**config.mk**
```make
export PLATFORM = sky130hd
export DESIGN_NAME = ipmfb_queue
export DESIGN_NICKNAME = d
export VERILOG_FILES = /design/src/ipmfb_pkg.sv /design/src/ipmfb_queue.sv
export SDC_FILE = /design/constraint.sdc
export NUM_CORES = 1
export LEC_CHECK = 0
export BUFFER_PORTS_ARGS = -buffer_cell sky130_fd_sc_hd__buf_2
export CAP_MARGIN = 5
export CORE_MARGIN = 1
export CORE_UTILIZATION = 50
export DETAILED_ROUTE_END_ITERATION = 7
export GPL_ROUTABILITY_DRIVEN = 1
export PLACE_DENSITY = 0.84
export SYNTH_ARGS = -nofsm -noshare
export SYNTH_HDL_FRONTEND = slang
export SYNTH_SLANG_ARGS = --single-unit
```
**constraint.sdc**
```tcl
create_clock -name clk -period 2.5 [get_ports clk]
set_input_delay 0.125 -clock clk [delete_from_list [all_inputs] [get_ports clk]]
set_output_delay 0.125 -clock clk [all_outputs]
set_load 0.01 [all_outputs]
```
**src/ipmfb_pkg.sv**
```systemverilog
package ipmfb_pkg;

	// Store sizes.
	localparam int FB_BYTES     = 65536;
	localparam int PALETTE_SIZE = 256;
	localparam int FB_ADDR_W    = $clog2(FB_BYTES);
	localparam int PAL_ADDR_W   = $clog2(PALETTE_SIZE);

	// Signed width of canvas coordinates and of the byte address before the range check.
	localparam int COORD_W = 14;
	localparam int ADDR_W  = 24;

	// Queue between the address front and the read-modify-write back.
	localparam int QUEUE_DEPTH = 4;
	localparam int QPTR_W      = $clog2(QUEUE_DEPTH);
	localparam int QCNT_W      = $clog2(QUEUE_DEPTH + 1);

	// Item kinds.
	localparam logic MODE_LOAD  = 1'b0;
	localparam logic MODE_PIXEL = 1'b1;

	// Configuration register indexes.
	localparam logic [1:0] REG_ORIGIN_X     = 2'd0;
	localparam logic [1:0] REG_ORIGIN_Y     = 2'd1;
	localparam logic [1:0] REG_ROW_BYTES    = 2'd2;
	localparam logic [1:0] REG_SCREEN_WIDTH = 2'd3;

	// What the back has to do with a classified item.
	typedef enum logic [1:0] {
		OP_SKIP,
		OP_LOAD,
		OP_DRAW,
		OP_FAULT
	} op_t;

	typedef struct packed {
		logic        mode;
		logic [7:0]  entry_index;
		logic [15:0] entry_color;
		logic [7:0]  pixel_value;
		logic [10:0] pixel_x;
		logic [10:0] line_y;
		logic [10:0] rect_x;
		logic [10:0] rect_y;
		logic [7:0]  transparent_index;
		logic [7:0]  background_index;
		logic        has_transparency;
		logic        restore_background;
	} in_item_t;

	typedef struct packed {
		logic [15:0] fb_address;
		logic [7:0]  fb_byte;
		logic        wrote;
		logic        address_fault;
	} out_item_t;

	typedef struct packed {
		logic signed [10:0] origin_x;
		logic signed [10:0] origin_y;
		logic [8:0]         row_bytes;
		logic [11:0]        screen_width;
	} cfg_t;

	// One classified item as it waits in the queue.
	typedef struct packed {
		op_t                  op;
		logic [7:0]           idx;
		logic                 ink;
		logic                 pal_ok;
		logic [FB_ADDR_W-1:0] addr;
		logic [15:0]          out_addr;
		logic [7:0]           mask;
	} work_t;

endpackage

```
**src/ipmfb_queue.sv**
```systemverilog
module ipmfb_queue import ipmfb_pkg::*; (
	input  logic  clk,
	input  logic  arst_n,
	input  logic  wr_valid,
	output logic  wr_ready,
	input  work_t wr_data,
	output logic  rd_valid,
	input  logic  rd_ready,
	output work_t rd_data
);

	work_t              entry_q [QUEUE_DEPTH];
	logic [QPTR_W-1:0]  wr_ptr_q;
	logic [QPTR_W-1:0]  rd_ptr_q;
	logic [QCNT_W-1:0]  count_q;
	logic               push;
	logic               pop;

	assign wr_ready = count_q != QCNT_W'(QUEUE_DEPTH);
	assign rd_valid = count_q != '0;
	assign push     = wr_valid && wr_ready;
	assign pop      = rd_valid && rd_ready;
	assign rd_data  = entry_q[rd_ptr_q];

	// Pointer and fill count.
	always_ff @(posedge clk or negedge arst_n) begin
		if (!arst_n) begin
			wr_ptr_q <= '0;
			rd_ptr_q <= '0;
			count_q  <= '0;
		end else begin
			if (push) begin
				wr_ptr_q <= wr_ptr_q + QPTR_W'(1);
			end
			if (pop) begin
				rd_ptr_q <= rd_ptr_q + QPTR_W'(1);
			end
			if (push && !pop) begin
				count_q <= count_q + QCNT_W'(1);
			end else if (pop && !push) begin
				count_q <= count_q - QCNT_W'(1);
			end
		end
	end

	// Entry storage.
	always_ff @(posedge clk) begin
		if (push) begin
			entry_q[wr_ptr_q] <= wr_data;
		end
	end

endmodule

```
==> out/results.ini, run 1 <==
[status]
status = finished clean

[clocking]
clock_latency_ps = 480
cts.sinks = 215
clockBufferDepth = 3
clk_transition_reported_paths_ps = 60
cts_made_buffers = 22
clock-root-buffer = clkbuf_16
h-tree-depth = 1
ctsResizeCount = 0
cts_tree = done

[global_route]
first_global_vias = 4107
grt_first_pass_wirelength_um = 21700
antenna_found_initial = 0
grt_max_degree = 44
grtUsageTotal_pct = 17.6
grt-ovfl-total = 0

[placed_design]
dpl_cell_area_um2 = 8770
routabilityCongestion = 0.693
hpwl_um = 8120
port_buffers = 109
placed_cells_incl_taps = 626

[timing]
final_max_slew_viol_count = 0
max_clock_freq_mhz = 441
rsz0062_at_grt = false
setup_viol = 0
min_period_ps = 2270
tightest_slew_ps = 525
tns_ps = 0
hold_viol_final = 0
finalClockSkew_ps = 9.33
post-route-period-util_pct = 90.6
slew_headroom_pct = 65.0

[critical_path]
critPathLaunchType = flip-flop
crit_required_ps = 2380
crit_path_end_kind = primary output
rrSetupSlack_ps = 330
reg2reg_to = count_q[2]$_DFFE_PN0P_
critPathLaunch = rd_ptr_q[0]$_DFFE_PN0P_
crit_fanout = 23
path_class = flip-flop to primary output
crit_arrival_ps = 2140
reg2regPathDepth = 8
reg2reg_from = count_q[1]$_DFFE_PN0P_

[final_layout]
drive_gt1_share_pct = 40.8
nNetsFinal = 556
antenna-diode-count = 0
final_cell_mix = 208 x edfxtp_1, 109 x buf_2, 54 x dlygate4sd3_1
fin_cells = 718
stdcell_area_um2 = 10000
syn_to_final_growth_pct = 25.6
layout_commonest_cell = edfxtp_1

[synth]
ys_warn_count = 0
synth_nets = 369
synth_top_area_share_pct = 78.3
synthArstFlopShare_pct = 3.26
synth_area_um2 = 7980
ys_ff_latch = 215
synthDistinctLibCells = 19
yosysTopAreaCell = edfxtp_1
seq_area_frac_synth_pct = 80.5
synth.area.top_cells = edfxtp_1 78%, mux4_2 14%, dfrtp_1 2.2%, mux4_1 1.3%, buf_12 1.3%
synth-main-ff-cell = edfxtp_1
syn_area_per_cell_um2 = 26.0
postSynthCellCount = 307
synth_edf_count = 208

[floorplanning]
die_w_um = 128
io_pins = 110
core_area_um2 = 15400
core.rowCount = 45
dieHeight_um = 128
die_area_um2 = 16500
start_util_pct = 51.9

[flow_run]
maxCapViolCount = 0

[power]
ir_drop_mv = 0.776
power.density_nw_per_um2 = 1140
leakagePower_nw = 3.52

[routing]
wl_met3_um = 790
routed-via-count = 3773
dr_wl_met2_um = 7360
drt_iter0_markers = 311
wl_met1_um = 5870
vias_per_cell = 5.25
drt-total-wl_um = 14300
detail-route-antenna-nets = 0
post_drt_wl_per_cell_um = 19.9
first_pass_iters = 4
drc = 0
top_layer_used = met4

[hold_path]
hold_path.class = input port to async pin

[Yosys cell counts (2+ instances only)]
| cell | number |
|---|---|
| buf_12 | 5 |
| mux2_2 | 2 |
| nor2_1 | 2 |
| mux4_2 | 48 |
| dfrtp_1 | 7 |
| mux4_1 | 4 |
| nand2_1 | 2 |
| edfxtp_1 | 208 |
| xnor2_1 | 4 |
| and2_1 | 4 |
| xor2_1 | 2 |
| buf_2 | 6 |
| ha_1 | 5 |
| inv_1 | 3 |
[cell families (layout without fill, tap and decap cells)]
logic type / after synthesis / count (layout) / share of synthesized area [%]
compound gates: 1 / 1 / 0.141
xor+xnor: 6 / 6 / 0.659
fa+ha+maj: 6 / 6 / 1.03
buf+inv: 15 / 215 / 1.91
flops: 215 / 215 / 80.5
mux: 54 / 54 / 15.1
simple gates: 10 / 10 / 0.643
[worst max path at each step]
stage | cells after the start | slack (ps) | end
after floorplan | 3 | 70 | entry_q[2][0]$_DFFE_PP_
after global placement | 8 | 480 | count_q[2]$_DFFE_PN0P_
after detailed placement | 8 | 320 | count_q[2]$_DFFE_PN0P_
after CTS | 3 | 30 | rd_data[36]
after global routing | 3 | 140 | rd_data[36]
final | 3 | 230 | rd_data[36]
[per-layer routing]
layer  vias up  global-route usage, %
li1       1676                      -
met1      1951                   22.0
met2       121                   31.1
met3        25                   3.74
met4         0                   5.40
met5         -                      0
[flip-flops by register name (all words and copies together), names as in the netlist]
signal,count
count_q,3
entry_q,208
rd_ptr_q,2
wr_ptr_q,2
[through the flow]
stage | setup slack, ps | util [%] | hold WS, ps | power (mW)
detailed placement | 322 | 57.0 | -34.5 | 8.37
floorplan | 72.7 | - | -171 | 7.31
global placement | 477 | 57.0 | -41.3 | 8.25
global route | 143 | 65.2 | 3.47 | 12.0
finish | 235 | 65.2 | 8.70 | 11.5
CTS | 31.0 | 65.0 | 3.44 | 11.5
[what timing repair did]
item | CTS | global route
hold buffers | 54 | 0
buffers inserted | 0 | 1
setup endpoints to repair | 0 | 18
endpoints found under the hold margin | 217 | 0
[worst max-delay path, cell delays in order (launching register included)]
cell,delay [ps]
dfrtp_4,640
buf_12,270
mux4_2,560
buf_2,160
[cell type report]
type | instances | area (um^2)
inverters | 3 | 11.3
multi-input cells | 77 | 1410
fillers | 1011 | 5350
repair buffers | 175 | 1220
flip-flops and latches | 215 | 6430
well taps | 211 | 264
clock buffers | 29 | 628
clock inverters | 8 | 62.6
[power breakdown]
group / switching, mW / total [mW] / internal (mW)
clock network: 1.23 / 3.08 / 1.85
registers: 0.296 / 5.07 / 4.78
logic: 1.69 / 3.31 / 1.62
total: 3.21 / 11.5 / 8.25
Note: power is estimated with default switching activity, not from simulation.
==> run 2: changes to the inputs <==
- CORE_UTILIZATION: 50 -> 29
- PLACE_DENSITY: 0.84 -> 0.58
==> run 2 against run 1 <==
  * Utilization fell by 27 points
  * Worst hold slack improved by 85 ps
  * Final cell count rose by 19%
  * Non-clock buffer count rose by 4
  * Clock power rose by 17%
  * Critical endpoint is now rd_data[27]
==> out/results.ini, run 2 (same netlist as run 1, synthesis figures left out) <==
[status]
status = finished clean

[power]
power_switching_mw = 3.38  ; +5.2%
combPwrFrac_pct = 28.8  ; about the same
leakagePower_nw = 3.61  ; +2.6%
power.density_nw_per_um2 = 1170  ; +1.9%
ir_drop_mv = 0.730  ; -5.9%
clkPwrFrac_pct = 29.8  ; +2.9 points
power_mw = 12.1  ; +5.7%
netSwitchingFraction_pct = 27.9  ; -0.12 points
internal-power_mw = 8.73  ; +5.9%
pwr-share-seq_pct = 41.4  ; -2.9 points

[clocking]
cts.sinks = 215  ; unchanged
h-tree-depth = 1  ; unchanged
clock_latency_ps = 510  ; +30 ps
cts_made_buffers = 24  ; +9.1%
clock-root-buffer = clkbuf_16
clockBufferDepth = 3  ; unchanged
ctsResizeCount = 0  ; unchanged
clk_transition_reported_paths_ps = 60  ; about the same
cts_tree = done

[floorplanning]
start_util_pct = 29.6  ; -22 points
dieHeight_um = 168  ; +31%
core.rowCount = 60  ; +33%
io_pins = 110  ; unchanged
core_area_um2 = 27000  ; +75%
die_w_um = 168  ; +31%
die_area_um2 = 28200  ; +71%

[final_layout]
fin_cells = 856  ; +19%
final_cell_mix = 208 x edfxtp_1, 109 x buf_2, 55 x dlygate4sd3_1
drive_gt1_share_pct = 41.6  ; +0.81 points
largest_reg_flops = 208  ; unchanged
largest_registers = entry_q: 208 flops, count_q: 3 flops
syn_to_final_growth_pct = 30.3
regMostFlops = entry_q
nNetsFinal = 562  ; +1.1%
layout_commonest_cell = edfxtp_1

[global_route]
grt_first_pass_wirelength_um = 24400  ; +12%
grt-ovfl-total = 0  ; unchanged
antenna_found_initial = 2  ; +2
grtUsageTotal_pct = 11.4  ; -6.2 points
first_global_vias = 4315  ; +5.1%
grt_max_degree = 54  ; +23%

[timing]
setup_viol = 0  ; unchanged
post-route-period-util_pct = 90.0  ; -0.59 points
hold_viol_final = 0  ; unchanged
fin_ws_ps = 249  ; +14.6 ps
min_period_ps = 2250  ; -14.6 ps
rsz0062_at_grt = false
slew_headroom_pct = 73.5  ; +8.6 points
max_clock_freq_mhz = 444  ; +0.65%
tightest_slew_ps = 395  ; -131 ps
final_max_slew_viol_count = 0  ; unchanged
tns_ps = 0  ; unchanged
finalClockSkew_ps = 8.83  ; -0.497 ps
whs_ps = 93.4  ; +84.7 ps

[routing]
drt-total-wl_um = 15900  ; +11%
post_drt_wl_per_cell_um = 18.5  ; -6.6%
first_pass_iters = 4  ; unchanged
routed-via-count = 3825  ; +1.4%
detail-route-antenna-nets = 0  ; unchanged
drt_iter0_markers = 148  ; -52%
drc = 0  ; unchanged
vias_per_cell = 4.47  ; -15%

[critical_path]
critPathLaunchType = flip-flop
rrSetupSlack_ps = 320  ; about the same
crit_required_ps = 2380  ; about the same
crit_fanout = 21  ; -8.7%
path_class = flip-flop to primary output
crit_path_end_kind = primary output
crit_arrival_ps = 2130  ; about the same

[flow_run]
maxCapViolCount = 0  ; unchanged

[placed_design]
hpwl_um = 9490  ; +17%
port_buffers = 109  ; unchanged
post-place-ws_ps = 352  ; +30.2 ps
routabilityCongestion = 0.680  ; -1.9%
placed_cells_incl_taps = 759  ; +21%

[hold_path]
hold_path.class = input port to flip-flop

-- run 2: worst max-delay path, cell delays in order, from the launching register on --
cell and delay [ps]:
dfrtp_4 620, buf_12 270, mux4_2 550, buf_2 160
-- run 2: metrics by stage --
stage	util (%)	area (um^2)
floorplan	-	7980
global placement	33.4	9010
detailed placement	33.4	9010
CTS	38.5	10400
global route	38.6	10400
finish	38.6	10400
-- run 2: worst paths after layout --
path / to / depth (start not counted) / startpoint
worst min register to register: count_q[2]$_DFFE_PN0P_ / 1 / count_q[2]$_DFFE_PN0P_
min in group asynchronous: count_q[0]$_DFFE_PN0P_ / 3 / arst_n
worst max-delay path: rd_data[27] / 3 / rd_ptr_q[0]$_DFFE_PN0P_
worst min-delay path: wr_ptr_q[0]$_DFFE_PN0P_ / 3 / wr_valid
worst max register to register: count_q[2]$_DFFE_PN0P_ / 8 / count_q[1]$_DFFE_PN0P_
max in group asynchronous: rd_ptr_q[0]$_DFFE_PN0P_ / 3 / arst_n
-- run 2: metal layers --
layer,wire length [um],share of wire (%),up-vias,global-route usage [%]
li1,-,-,1699,-
met1,6590,42,1996,13.9
met2,8160,51,99,20.2
met3,773,4.9,29,2.42
met4,340,2.1,2,3.51
met5,13,0.082,-,0
-- run 2: repair_timing --
item | in CTS | in global routing
setup buffers | 0 | 1
endpoints found under the setup margin | 0 | 11
endpoints found under the hold margin | 217 | 0
hold buffers | 55 | 0
-- run 2: power groups by stage --
stage	sequential, mW	clock (mW)	combinational [mW]
6_report	5.02	3.61	3.49
5_1_grt	5.09	3.84	3.81
4_1_cts	5.08	3.71	3.52
3_3_place_gp	5.09	0	3.37
2_1_floorplan	4.99	0	2.32
3_5_place_dp	5.15	0	3.44
-- run 2: layout make-up --
| cell class | instances | area, um^2 |
|---|---|---|
| fillers | 2450 | 16600 |
| flip-flops and latches | 215 | 6430 |
| multi-input cells | 77 | 1420 |
| repair buffers | 179 | 1300 |
| clock buffers | 27 | 612 |
| well taps | 341 | 427 |
| clock inverters | 13 | 200 |
| inverters | 3 | 11.3 |
| diodes | 1 | 2.50 |
